==> src/rtl/lcd_mode_stat_timing_core_assert.svh <==
// Assertion helpers shared by the LCD timing block.
// Each check is sampled on the rising clock edge and is held off while reset is high.
`ifndef LCD_MODE_STAT_TIMING_CORE_ASSERT_SVH
`define LCD_MODE_STAT_TIMING_CORE_ASSERT_SVH

`ifndef SYNTHESIS

`define LCDST_ASSERT(label, clk, rst, prop) \
   label: assert property (@(posedge clk) disable iff (rst) (prop)) \
      else $error("lcd timing check failed");

`define LCDST_ASSERT_IMPLIES(label, clk, rst, ante, cons) \
   label: assert property (@(posedge clk) disable iff (rst) (ante) |-> (cons)) \
      else $error("lcd timing implication failed");

`else

`define LCDST_ASSERT(label, clk, rst, prop)

`define LCDST_ASSERT_IMPLIES(label, clk, rst, ante, cons)

`endif

`endif

==> src/rtl/lcdst_pkg.sv <==
`default_nettype none

package lcdst_pkg;

   // Frame and line geometry, in CPU machine cycles.
   localparam int unsigned FRAME_CYCLES  = 17556;
   localparam int unsigned LINE_CYCLES   = 114;
   localparam int unsigned OAM_CYCLES    = 20;
   localparam int unsigned XFER_CYCLES   = 43;
   localparam int unsigned VISIBLE_LINES = 144;

   // The frame position is found as floor((cc >> 2) / (FRAME_CYCLES / 4)) by a
   // reciprocal multiply that is exact for every 30-bit dividend.
   localparam int unsigned FRAME_ODD_DIV    = FRAME_CYCLES / 4;
   localparam int unsigned FRAME_RECIP_SH   = 43;
   localparam longint unsigned FRAME_RECIP_L =
      ((64'd1 << FRAME_RECIP_SH) + 64'(FRAME_ODD_DIV) - 64'd1) / 64'(FRAME_ODD_DIV);
   localparam logic [30:0] FRAME_RECIP      = 31'(FRAME_RECIP_L);

   // The line is floor((fc >> 1) / (LINE_CYCLES / 2)), exact for every 14-bit dividend.
   localparam int unsigned LINE_ODD_DIV     = LINE_CYCLES / 2;
   localparam int unsigned LINE_RECIP_SH    = 20;
   localparam int unsigned LINE_RECIP_I     =
      ((1 << LINE_RECIP_SH) + LINE_ODD_DIV - 1) / LINE_ODD_DIV;
   localparam logic [14:0] LINE_RECIP       = 15'(LINE_RECIP_I);

   // Register indexes on the configuration port.
   localparam int unsigned CSR_INDEX_W = 2;
   localparam logic [CSR_INDEX_W-1:0] CSR_IRQ_ENABLES  = 2'd0;
   localparam logic [CSR_INDEX_W-1:0] CSR_LINE_COMPARE = 2'd1;

   // Bit positions inside irq_enables.
   localparam int unsigned EN_HBLANK = 0;
   localparam int unsigned EN_VBLANK = 1;
   localparam int unsigned EN_OAM    = 2;
   localparam int unsigned EN_LYC    = 3;

   typedef enum logic [1:0] {
      MODE_HBLANK = 2'd0,
      MODE_VBLANK = 2'd1,
      MODE_OAM    = 2'd2,
      MODE_XFER   = 2'd3
   } mode_type;

   // Position of one beat within the frame, as handed to the interrupt stage.
   typedef struct packed {
      logic [7:0] line;
      mode_type   mode;
   } pos_type;

   // One result beat, mode in the lowest bits.
   typedef struct packed {
      logic       frame_swap;
      logic       stat_req;
      logic       vblank_irq;
      logic       coincidence;
      logic [7:0] line;
      mode_type   mode;
   } rsp_type;

endpackage

`default_nettype wire

==> src/rtl/lcdst_frame_pos.sv <==
`default_nettype none

// Three stages: input register, quotient by the frame length, remainder.
module lcdst_frame_pos
   import lcdst_pkg::*;
(
   input  wire logic        clock,
   input  wire logic        reset,
   input  wire logic        in_valid,
   output logic             in_ready,
   input  wire logic [31:0] in_cycle_count,
   output logic             out_valid,
   input  wire logic        out_ready,
   output logic [14:0]      out_fc
);

   logic        s1_v_ff, s2_v_ff, s3_v_ff;
   logic        s1_ready, s2_ready, s3_ready;
   logic [31:0] cc_s1_ff;
   logic [14:0] cc_lo_s2_ff;
   logic [17:0] q_s2_ff;
   logic [14:0] fc_s3_ff;
   logic [60:0] q_prod;
   logic [17:0] q_in;
   logic [32:0] back_prod;
   logic [14:0] fc_in;

   assign s3_ready = !s3_v_ff || out_ready;
   assign s2_ready = !s2_v_ff || s3_ready;
   assign s1_ready = !s1_v_ff || s2_ready;
   assign in_ready = s1_ready;

   assign q_prod = 61'(cc_s1_ff[31:2]) * 61'(FRAME_RECIP);
   assign q_in   = q_prod[FRAME_RECIP_SH +: 18];

   // The true remainder is below 2^15, so the low bits of the difference suffice.
   assign back_prod = 33'(q_s2_ff) * 33'(FRAME_CYCLES);
   assign fc_in     = cc_lo_s2_ff - back_prod[14:0];

   always_ff @(posedge clock) begin
      if (reset) begin
         s1_v_ff <= 1'b0;
         s2_v_ff <= 1'b0;
         s3_v_ff <= 1'b0;
      end else begin
         if (s1_ready) s1_v_ff <= in_valid;
         if (s2_ready) s2_v_ff <= s1_v_ff;
         if (s3_ready) s3_v_ff <= s2_v_ff;
      end
      if (s1_ready) cc_s1_ff <= in_cycle_count;
      if (s2_ready) begin
         q_s2_ff     <= q_in;
         cc_lo_s2_ff <= cc_s1_ff[14:0];
      end
      if (s3_ready) fc_s3_ff <= fc_in;
   end

   assign out_valid = s3_v_ff;
   assign out_fc    = fc_s3_ff;

endmodule

`default_nettype wire

==> src/rtl/lcdst_line_mode.sv <==
`default_nettype none

// Two stages: line number from the frame position, then the cycle within the
// line and the mode that it falls in.
module lcdst_line_mode
   import lcdst_pkg::*;
(
   input  wire logic        clock,
   input  wire logic        reset,
   input  wire logic        in_valid,
   output logic             in_ready,
   input  wire logic [14:0] in_fc,
   output logic             out_valid,
   input  wire logic        out_ready,
   output pos_type          out_pos
);

   logic        s4_v_ff, s5_v_ff;
   logic        s4_ready, s5_ready;
   logic [28:0] line_prod;
   logic [7:0]  line_in;
   logic [7:0]  line_s4_ff;
   logic [6:0]  fc_lo_s4_ff;
   logic [14:0] line_base;
   logic [6:0]  lc;
   pos_type     pos_in;
   pos_type     pos_s5_ff;

   assign s5_ready = !s5_v_ff || out_ready;
   assign s4_ready = !s4_v_ff || s5_ready;
   assign in_ready = s4_ready;

   assign line_prod = 29'(in_fc[14:1]) * 29'(LINE_RECIP);
   assign line_in   = line_prod[LINE_RECIP_SH +: 8];

   assign line_base = 15'(line_s4_ff) * 15'(LINE_CYCLES);
   assign lc        = fc_lo_s4_ff - line_base[6:0];

   always_comb begin
      pos_in.line = line_s4_ff;
      priority if (line_s4_ff >= 8'(VISIBLE_LINES)) begin
         pos_in.mode = MODE_VBLANK;
      end else if (lc < 7'(OAM_CYCLES)) begin
         pos_in.mode = MODE_OAM;
      end else if (lc < 7'(OAM_CYCLES + XFER_CYCLES)) begin
         pos_in.mode = MODE_XFER;
      end else begin
         pos_in.mode = MODE_HBLANK;
      end
   end

   always_ff @(posedge clock) begin
      if (reset) begin
         s4_v_ff <= 1'b0;
         s5_v_ff <= 1'b0;
      end else begin
         if (s4_ready) s4_v_ff <= in_valid;
         if (s5_ready) s5_v_ff <= s4_v_ff;
      end
      if (s4_ready) begin
         line_s4_ff  <= line_in;
         fc_lo_s4_ff <= in_fc[6:0];
      end
      if (s5_ready) pos_s5_ff <= pos_in;
   end

   assign out_valid = s5_v_ff;
   assign out_pos   = pos_s5_ff;

endmodule

`default_nettype wire

==> src/rtl/lcdst_stat_irq.sv <==
`default_nettype none

`include "lcd_mode_stat_timing_core_assert.svh"

// Configuration registers, previous-mode tracking and the result register.
module lcdst_irq_gen
   import lcdst_pkg::*;
(
   input  wire logic                   clock,
   input  wire logic                   reset,
   input  wire logic                   csr_we,
   input  wire logic [CSR_INDEX_W-1:0] csr_index,
   input  wire logic [7:0]             csr_wdata,
   input  wire logic                   in_valid,
   output logic                        in_ready,
   input  wire pos_type                in_pos,
   output logic                        out_valid,
   input  wire logic                   out_ready,
   output rsp_type                     out_rsp
);

   logic [3:0] irq_en_ff;
   logic [7:0] lyc_ff;
   mode_type   last_mode_ff;
   logic       rsp_v_ff;
   rsp_type    rsp_ff;
   rsp_type    rsp_in;
   logic       load;

   assign in_ready = !rsp_v_ff || out_ready;
   assign load     = in_valid && in_ready;

   always_comb begin
      rsp_in.mode        = in_pos.mode;
      rsp_in.line        = in_pos.line;
      rsp_in.vblank_irq  = 1'b0;
      rsp_in.stat_req    = 1'b0;
      rsp_in.frame_swap  = 1'b0;
      rsp_in.coincidence = (in_pos.line == lyc_ff);
      if (in_pos.mode != last_mode_ff) begin
         unique case (last_mode_ff)
            MODE_HBLANK: begin
               if (in_pos.mode == MODE_VBLANK) begin
                  rsp_in.vblank_irq = 1'b1;
                  rsp_in.stat_req   = irq_en_ff[EN_VBLANK];
               end else begin
                  rsp_in.stat_req   = irq_en_ff[EN_OAM];
               end
            end
            MODE_VBLANK: begin
               rsp_in.stat_req   = irq_en_ff[EN_OAM];
               rsp_in.frame_swap = 1'b1;
            end
            MODE_XFER: begin
               rsp_in.stat_req = irq_en_ff[EN_HBLANK];
            end
            MODE_OAM: begin
            end
         endcase
      end
      if (rsp_in.coincidence && irq_en_ff[EN_LYC]) begin
         rsp_in.stat_req = 1'b1;
      end
   end

   always_ff @(posedge clock) begin
      if (reset) begin
         irq_en_ff    <= '0;
         lyc_ff       <= '0;
         last_mode_ff <= MODE_OAM;
         rsp_v_ff     <= 1'b0;
      end else begin
         if (csr_we) begin
            unique case (csr_index)
               CSR_IRQ_ENABLES:  irq_en_ff <= csr_wdata[3:0];
               CSR_LINE_COMPARE: lyc_ff    <= csr_wdata;
               default: begin
               end
            endcase
         end
         if (in_ready) rsp_v_ff <= in_valid;
         if (load) last_mode_ff <= in_pos.mode;
      end
      if (load) rsp_ff <= rsp_in;
   end

   assign out_valid = rsp_v_ff;
   assign out_rsp   = rsp_ff;

   `LCDST_ASSERT_IMPLIES(a_last_mode_tracks_rsp, clock, reset, rsp_v_ff,
      last_mode_ff == rsp_ff.mode)
   `LCDST_ASSERT_IMPLIES(a_vblank_irq_mode, clock, reset, rsp_v_ff && rsp_ff.vblank_irq,
      rsp_ff.mode == MODE_VBLANK)
   `LCDST_ASSERT_IMPLIES(a_swap_excl_vblank, clock, reset, rsp_v_ff,
      !(rsp_ff.vblank_irq && rsp_ff.frame_swap))
   `LCDST_ASSERT_IMPLIES(a_line_mode_agree, clock, reset, rsp_v_ff,
      (rsp_ff.line >= 8'(VISIBLE_LINES)) == (rsp_ff.mode == MODE_VBLANK))

endmodule

`default_nettype wire

==> src/rtl/lcd_mode_stat_timing_core.sv <==
// LCD mode timing and STAT interrupt core. Each req beat carries the running CPU
// machine-cycle count; the core answers every beat with exactly one rsp beat that
// holds the LCD mode, the scanline, the line-compare flag and the vblank, STAT and
// frame-swap requests, in the order the beats came in. A new beat is taken every
// clock cycle while the receiver keeps up. A result passes through three stages for
// the frame position, two for line and mode, and one result register. Both divisions
// are reciprocal multiplies, each followed by a register. The previous mode lives in
// the result stage, so interrupt edges follow the order of delivered beats. Write
// irq_enables and line_compare only while no beat is in flight.
`default_nettype none

module lcd_mode_stat_timing_core
   import lcdst_pkg::*;
(
   input  wire logic                   clock,
   input  wire logic                   reset,
   // Configuration write port: index 0 irq_enables, index 1 line_compare.
   input  wire logic                   csr_we,
   input  wire logic [CSR_INDEX_W-1:0] csr_index,
   input  wire logic [7:0]             csr_wdata,
   // Input beats.
   input  wire logic                   req_tvalid,
   output logic                        req_tready,
   input  wire logic [31:0]            req_tdata,   // [31:0] cycle_count
   // Result beats.
   output logic                        rsp_tvalid,
   input  wire logic                   rsp_tready,
   output logic [15:0]                 rsp_tdata    // [1:0] mode, [9:2] line,
                                                    // [10] coincidence, [11] vblank_irq,
                                                    // [12] stat_req, [13] frame_swap,
                                                    // [15:14] zero
);

   // Frame position stage to line/mode stage.
   logic        fp_valid;
   logic        fp_ready;
   logic [14:0] fp_fc;

   // Line/mode stage to the interrupt and result stage.
   logic        lm_valid;
   logic        lm_ready;
   pos_type     lm_pos;

   rsp_type     rsp;

   // cycle_count modulo the frame length.
   lcdst_frame_pos u_frame_pos (
      .clock          (clock),
      .reset          (reset),
      .in_valid       (req_tvalid),
      .in_ready       (req_tready),
      .in_cycle_count (req_tdata),
      .out_valid      (fp_valid),
      .out_ready      (fp_ready),
      .out_fc         (fp_fc)
   );

   // Scanline and mode from the frame position.
   lcdst_line_mode u_line_mode (
      .clock     (clock),
      .reset     (reset),
      .in_valid  (fp_valid),
      .in_ready  (fp_ready),
      .in_fc     (fp_fc),
      .out_valid (lm_valid),
      .out_ready (lm_ready),
      .out_pos   (lm_pos)
   );

   // Mode-change and line-compare requests, then the result register.
   lcdst_irq_gen u_irq_gen (
      .clock     (clock),
      .reset     (reset),
      .csr_we    (csr_we),
      .csr_index (csr_index),
      .csr_wdata (csr_wdata),
      .in_valid  (lm_valid),
      .in_ready  (lm_ready),
      .in_pos    (lm_pos),
      .out_valid (rsp_tvalid),
      .out_ready (rsp_tready),
      .out_rsp   (rsp)
   );

   // The result struct is packed with mode in the lowest bits; pad to two bytes.
   assign rsp_tdata = {2'b00, rsp};

endmodule

`default_nettype wire

==> config.mk <==
export PLATFORM = sky130hd
export DESIGN_NAME = lcd_mode_stat_timing_core
export DESIGN_NICKNAME = d
export VERILOG_FILES = /design/src/rtl/lcdst_pkg.sv /design/src/rtl/lcdst_frame_pos.sv /design/src/rtl/lcdst_line_mode.sv /design/src/rtl/lcdst_stat_irq.sv /design/src/rtl/lcd_mode_stat_timing_core.sv
export VERILOG_INCLUDE_DIRS = /design/src /design/src/rtl
export SDC_FILE = /design/constraint.sdc
export NUM_CORES = 1
export LEC_CHECK = 0
export ABC_AREA = 1
export BUFFER_PORTS_ARGS = -buffer_cell sky130_fd_sc_hd__buf_2
export CAP_MARGIN = 20
export CORE_MARGIN = 2
export CORE_UTILIZATION = 35
export DETAILED_ROUTE_END_ITERATION = 10
export GPL_ROUTABILITY_DRIVEN = 0
export SLEW_MARGIN = 20
export SYNTH_ARGS = -nofsm -noshare
export SYNTH_HDL_FRONTEND = slang
export SYNTH_HIERARCHICAL = 1
export SYNTH_SLANG_ARGS = --single-unit
==> constraint.sdc <==
create_clock -name clock -period 7.7 [get_ports clock]
set_input_delay 0.385 -clock clock [delete_from_list [all_inputs] [get_ports clock]]
set_output_delay 0.385 -clock clock [all_outputs]
set_load 0.01 [all_outputs]
### Word level (Yosys, flattened, before mapping)

Cells that the tools add are included.

* output and inout bits: 18
* logic and storage cells: 65
* bits of input ports: 47
* register bits: 139

* equal/unequal tests: 6
* add/subtract/negate cells: 2
* reductions and logical operators: 19
* $lt $le $gt $ge: 3
* multiply operators: 4
* multiplexer cells: 8

Operators by type and width (count)
* multiplier 30 x 31 -> 61 bit, second input constant: 1
* multiplier 14 x 15 -> 28 bit, second input constant: 1
* multiplier 18 x 13 -> 13 bit, second input constant: 1
* subtractor 15 bit: 1
* == test 8 bit: 1
* >= comparator 8 bit, second input constant: 1
* multiplier 8 x 6 -> 6 bit, second input constant: 1
* < comparator 7 x 5 -> 1 bit, second input constant: 1
* < comparator 7 x 6 -> 1 bit, second input constant: 1
* subtractor 7 bit: 1
* == test 2 x 1 -> 1 bit, second input constant: 3
* zero test 1 bit: 6
* logical OR 1 bit: 6
* two-way mux 2 bit: 3
* AND reduction 2 bit: 3
* zero test 2 bit: 2
* two-way mux 1 bit: 4
* one-hot mux 1 bit (3 select lines): 1
* == test 2 bit, second input constant: 1
* logical AND 1 bit: 2
* != test 2 bit: 1

### Logic depth before layout (Yosys ltp)

* depth in word-level cells: 7
* gate-level depth with buffers: 29
* mapped depth without buffers: 29

### By module

Netlist, hierarchy kept.

By module, submodules not included
* lcdst_frame_pos: times used 1, area an instance 21141.5 µm², cells each 2379, seq. area each 2312.2 µm²
* lcdst_line_mode: times used 1, area an instance 5585.4 µm², cells each 661, seq. area each 790.8 µm²
* lcdst_irq_gen: times used 1, area an instance 1186.1 µm², cells each 134, seq. area each 720.7 µm²
* lcd_mode_stat_timing_core: times used 1, area an instance 18.8 µm², cells each 3, seq. area each 0.0 µm²

### Least setup slack after synthesis

No wires, ideal clock.

* path type: reg2reg
* from: register u_frame_pos.cc_s1_ff[6]
* to: register u_frame_pos.q_s2_ff[0] (data pin)
* stages on the path, launching flop included: 23
* path buffers: 0
* library setup time: 0.254 ns
* path slack: 1.341 ns
* arrival: 6.105 ns
* required time: 7.446 ns
* clock period less this slack: 6.359 ns
* path through: edfxtp_1 fa_1 inv_1 fa_1 inv_1 fa_1 inv_1 fa_1 inv_1 fa_1 fa_1 fa_1 inv_1 fa_1 inv_1 ha_1 nand2_1 nor2_1 nand2_1 nor2_1 nand4_1 nand4_1 nand2_1

* word-level cells in the longest chain between the ends: 1

Ends and longest elaborated chain
* start, declared: RTL line lcdst_frame_pos.sv:19 `logic [31:0] cc_s1_ff;`
* start signal, assigned: RTL line lcdst_frame_pos.sv:50 `if (s1_ready) cc_s1_ff <= in_cycle_count;`
* multiplier 30 x 31 -> 61 bit: RTL line lcdst_frame_pos.sv:33 `assign q_prod = 61'(cc_s1_ff[31:2]) * 61'(FRAME_RECIP);`
* named net u_frame_pos.q_prod[43]: RTL line lcdst_frame_pos.sv:23 `logic [60:0] q_prod;`
* end signal, assigned: RTL line lcdst_frame_pos.sv:52 `q_s2_ff <= q_in;`
* end, declared: RTL line lcdst_frame_pos.sv:21 `logic [17:0] q_s2_ff;`

The timed path passes the listed nets, and every way through them passes these cells.
A chain may end at the register's enable or synchronous reset.

### Worst setup path after layout

* from: register u_frame_pos.cc_s1_ff[15]
* to: register u_frame_pos.q_s2_ff[3] (data pin)

The elaborated chain is that of the path after synthesis.

==> key figures <==
Worst setup path
  • CP max FO: 8
  • Critical-path top delay cell: fa_1
  • R2R cell count: 22
  • CP Class: reg2reg
  • Cell mode on critical path: fa_1
  • Worst EP required: 7.92 ns
  • Cell chain of the critical path: fa_1 > inv_1 > fa_1 > inv_1 > fa_1 > inv_1 > fa_1 > inv_1 > fa_1 > fa_1 > fa_1 > inv_1 > fa_1 > inv_1 > ha_1 > nand2_1 > nor2_1 > nand2_1 > nor3_1 > nand3_1 > nand4_1 > nand2_1
  • CP max stage delay: 0.79 ns
  • R2R setup slack: 0.70 ns
  • Critical Path End Type: flop
  • Worst r2r dst: u_frame_pos/q_s2_ff[3]$_DFFE_PP_
  • Critical Path Start Type: flop
  • Worst Path Arrival: 7.22 ns
  • Reg-to-Reg Start: u_frame_pos/cc_s1_ff[15]$_DFFE_PP_

Die
  • Width of the die: 286 um
  • Core area: 79000 sq um
  • Ports: 65
  • Rows: 103
  • Starting density of the core: 0.354
  • Die area: 82100 sq um
  • Die Height: 286 um

Route
  • DRT Wirelength: 73.3 mm
  • Wire per inst: 17.0 um
  • DR vias/cell: 4.54
  • Post-route DRC: 0
  • Via count: 19600
  • Post-DRT Antenna Nets: 0
  • First-pass iteration count of the detailed router: 5
  • Initial DRC count: 1236

Global routing
  • GRT overflow: 0
  • Most Crowded Layer GR: met2
  • Met2 Use GR: 0.311
  • Vias in the first global route: 20500
  • Largest net degree at the start of global routing: 35
  • Met1 Use GR: 0.243
  • Total track usage: 0.186
  • M3 GR Usage: 0.0301
  • Initial antenna violation count: 0
  • First-pass GRT wire length: 115 mm

Hold path
  • Hold WC Path Type: in2reg
  • Worst Hold Path EP: u_frame_pos/cc_s1_ff[22]$_DFFE_PP_
  • HP Start: req_tdata[22]
  • Hold Path Cell Cnt: 1

Synthesis
  • Post-synth EDFFs: 114
  • Area fraction of the dominant cell type after synthesis: 0.358
  • Yosys reg bits: 134
  • Seq/Total Area, Yosys: 0.137
  • Ys flop type: edfxtp_1
  • Mapped Cells: 3177
  • Syn avg cell area: 8.79 sq um
  • Synth Cell Area: 27900 sq um
  • Post-synth cell types: 37
  • Yosys warns: 6
  • Leading area contributor after synthesis: fa_1
  • Async S/R FF share, synth: 0
  • Largest cells by area after synthesis: fa_1 36%, ha_1 20%, inv_1 14%

STA
  • Post-route minimum period: 7.00 ns
  • WHS: 0.0751 ns
  • Fin. Hold Viols: 0
  • Fin crit share: 0.909
  • Rel. slew slack: 0.439
  • Setup TNS: 0 ns
  • RSZ-0062 raised after global routing: false
  • Max-slew violations: 0
  • Slew @ Worst Pin: 0.839 ns
  • FMAX: 143 MHz
  • Final setup viols: 0
  • Clock Skew: 0.0219 ns

Clock network
  • Clock sinks: 134
  • Cts hold-fix bufs: 0
  • Resized cells post-CTS: 0
  • CTS Root Cell: clkbuf_16
  • Num CTS Buffers: 17
  • H-tree levels: 4
  • Clock buffer depth: 2
  • Clk Latency, worst-skew pair: 0.48 ns
  • CTS clock-pin slew for the worst setup and hold paths: 0.08 ns
  • CTS tree: yes
  • Post-CTS Setup Bufs: 0

Run status
  • Status: finished clean

Placed design
  • Placed insts: 4289
  • Detailed placement HPWL: 66.1 mm
  • Port bufs: 62

Final layout
  • Share of layout cells above drive strength 1: 0.0404
  • Nets: 4240
  • Final Core Density: 0.382
  • Synth-to-layout area growth: 7.95%
  • Non-filler instance count after layout: 4321
  • Most frequent cells in the layout: 1057 x inv_1, 562 x nand2_1, 499 x fa_1, 436 x ha_1, 129 x nor2_1
  • Commonest non-fill, non-tap cell in the layout: inv_1
  • Diodes inserted: 0
  • Fill count: 7995

Job
  • Maxcap violations: 0
cell families after synthesis:
group | Yosys count | synth area share
buf+inv | 1067 | 0.144
fa+ha+maj | 935 | 0.553
compound gates | 158 | 0.0300
flops | 134 | 0.137
other cells | 1 | 0.000134
xor+xnor | 30 | 0.00941
simple gates | 852 | 0.127
worst max path at each step:
stage                                  startpoint                               end  slack (ns)  depth (start not counted)
2_1_floorplan   u_frame_pos/cc_s1_ff[6]$_DFFE_PP_  u_frame_pos/q_s2_ff[0]$_DFFE_PP_        1.34                         22
3_5_place_dp   u_frame_pos/cc_s1_ff[15]$_DFFE_PP_  u_frame_pos/q_s2_ff[6]$_DFFE_PP_        0.76                         23
4_1_cts        u_frame_pos/cc_s1_ff[15]$_DFFE_PP_  u_frame_pos/q_s2_ff[3]$_DFFE_PP_        0.75                         22
6_report       u_frame_pos/cc_s1_ff[15]$_DFFE_PP_  u_frame_pos/q_s2_ff[3]$_DFFE_PP_        0.70                         22
5_1_grt        u_frame_pos/cc_s1_ff[15]$_DFFE_PP_  u_frame_pos/q_s2_ff[8]$_DFFE_PP_        0.42                         27
3_3_place_gp   u_frame_pos/cc_s1_ff[15]$_DFFE_PP_  u_frame_pos/q_s2_ff[6]$_DFFE_PP_        0.81                         23
synthesized netlist by cell type, drive strengths merged, types with 2 or more instances:
master / number
nand3b: 4
buf: 4
inv: 1062
a21oi: 91
and2: 7
a31oi: 3
or2: 3
nand4: 28
xor2: 14
ha: 436
nand2: 569
dfxtp: 20
nor3: 24
fa: 499
o21ai: 46
xnor2: 16
o211ai: 2
o21bai: 12
nor2: 142
nand3: 73
edfxtp: 114
area by class of cell:
cell class	count	area (sq um)	share of cell area
clock buffer	18	429	0.0142
tap	1050	1310	0.0436
clock inverter	14	163	0.00539
timing repair buffer	65	333	0.0110
inverter	1063	3990	0.132
sequential	134	3820	0.127
multi-input combinational	1977	20100	0.667
sequential cells by signal, summed over array words and instances, names as in the netlist, 2 cells and up:
register and flops:
u_frame_pos/q_s2_ff 13, u_irq_gen/irq_en_ff 4, u_line_mode/fc_lo_s4_ff 7, u_line_mode/out_pos 10, u_irq_gen/lyc_ff 8, u_frame_pos/cc_lo_s2_ff 15, u_line_mode/line_s4_ff 8, u_frame_pos/cc_s1_ff 32
u_irq_gen/out_rsp 14, u_frame_pos/out_fc 15, u_irq_gen/last_mode_ff 2
worst max-delay path, delay by kind of cell (launching register included):
kind	cells	cell delay (ns)
adders and majority gates	9	4.74
buffers and inverters	6	0.40
DFF	1	0.66
and+or+nand+nor	7	0.93
through the flow:
step           area [sq um]  worst slack [ns]
6_report              30200             0.699
5_1_grt               30200             0.422
4_1_cts               30200             0.750
3_5_place_dp          29600             0.758
3_3_place_gp          29600             0.812
2_1_floorplan         27900              1.34
routing by layer:
layer,wire length (um),vias up
met5,0,-
met4,2400,0
met3,4010,109
met2,34700,506
met1,32200,9441
li1,-,9548
Power is not shown: default switching activity piles up to over one toggle a cycle in this logic, so the estimate is an artifact.
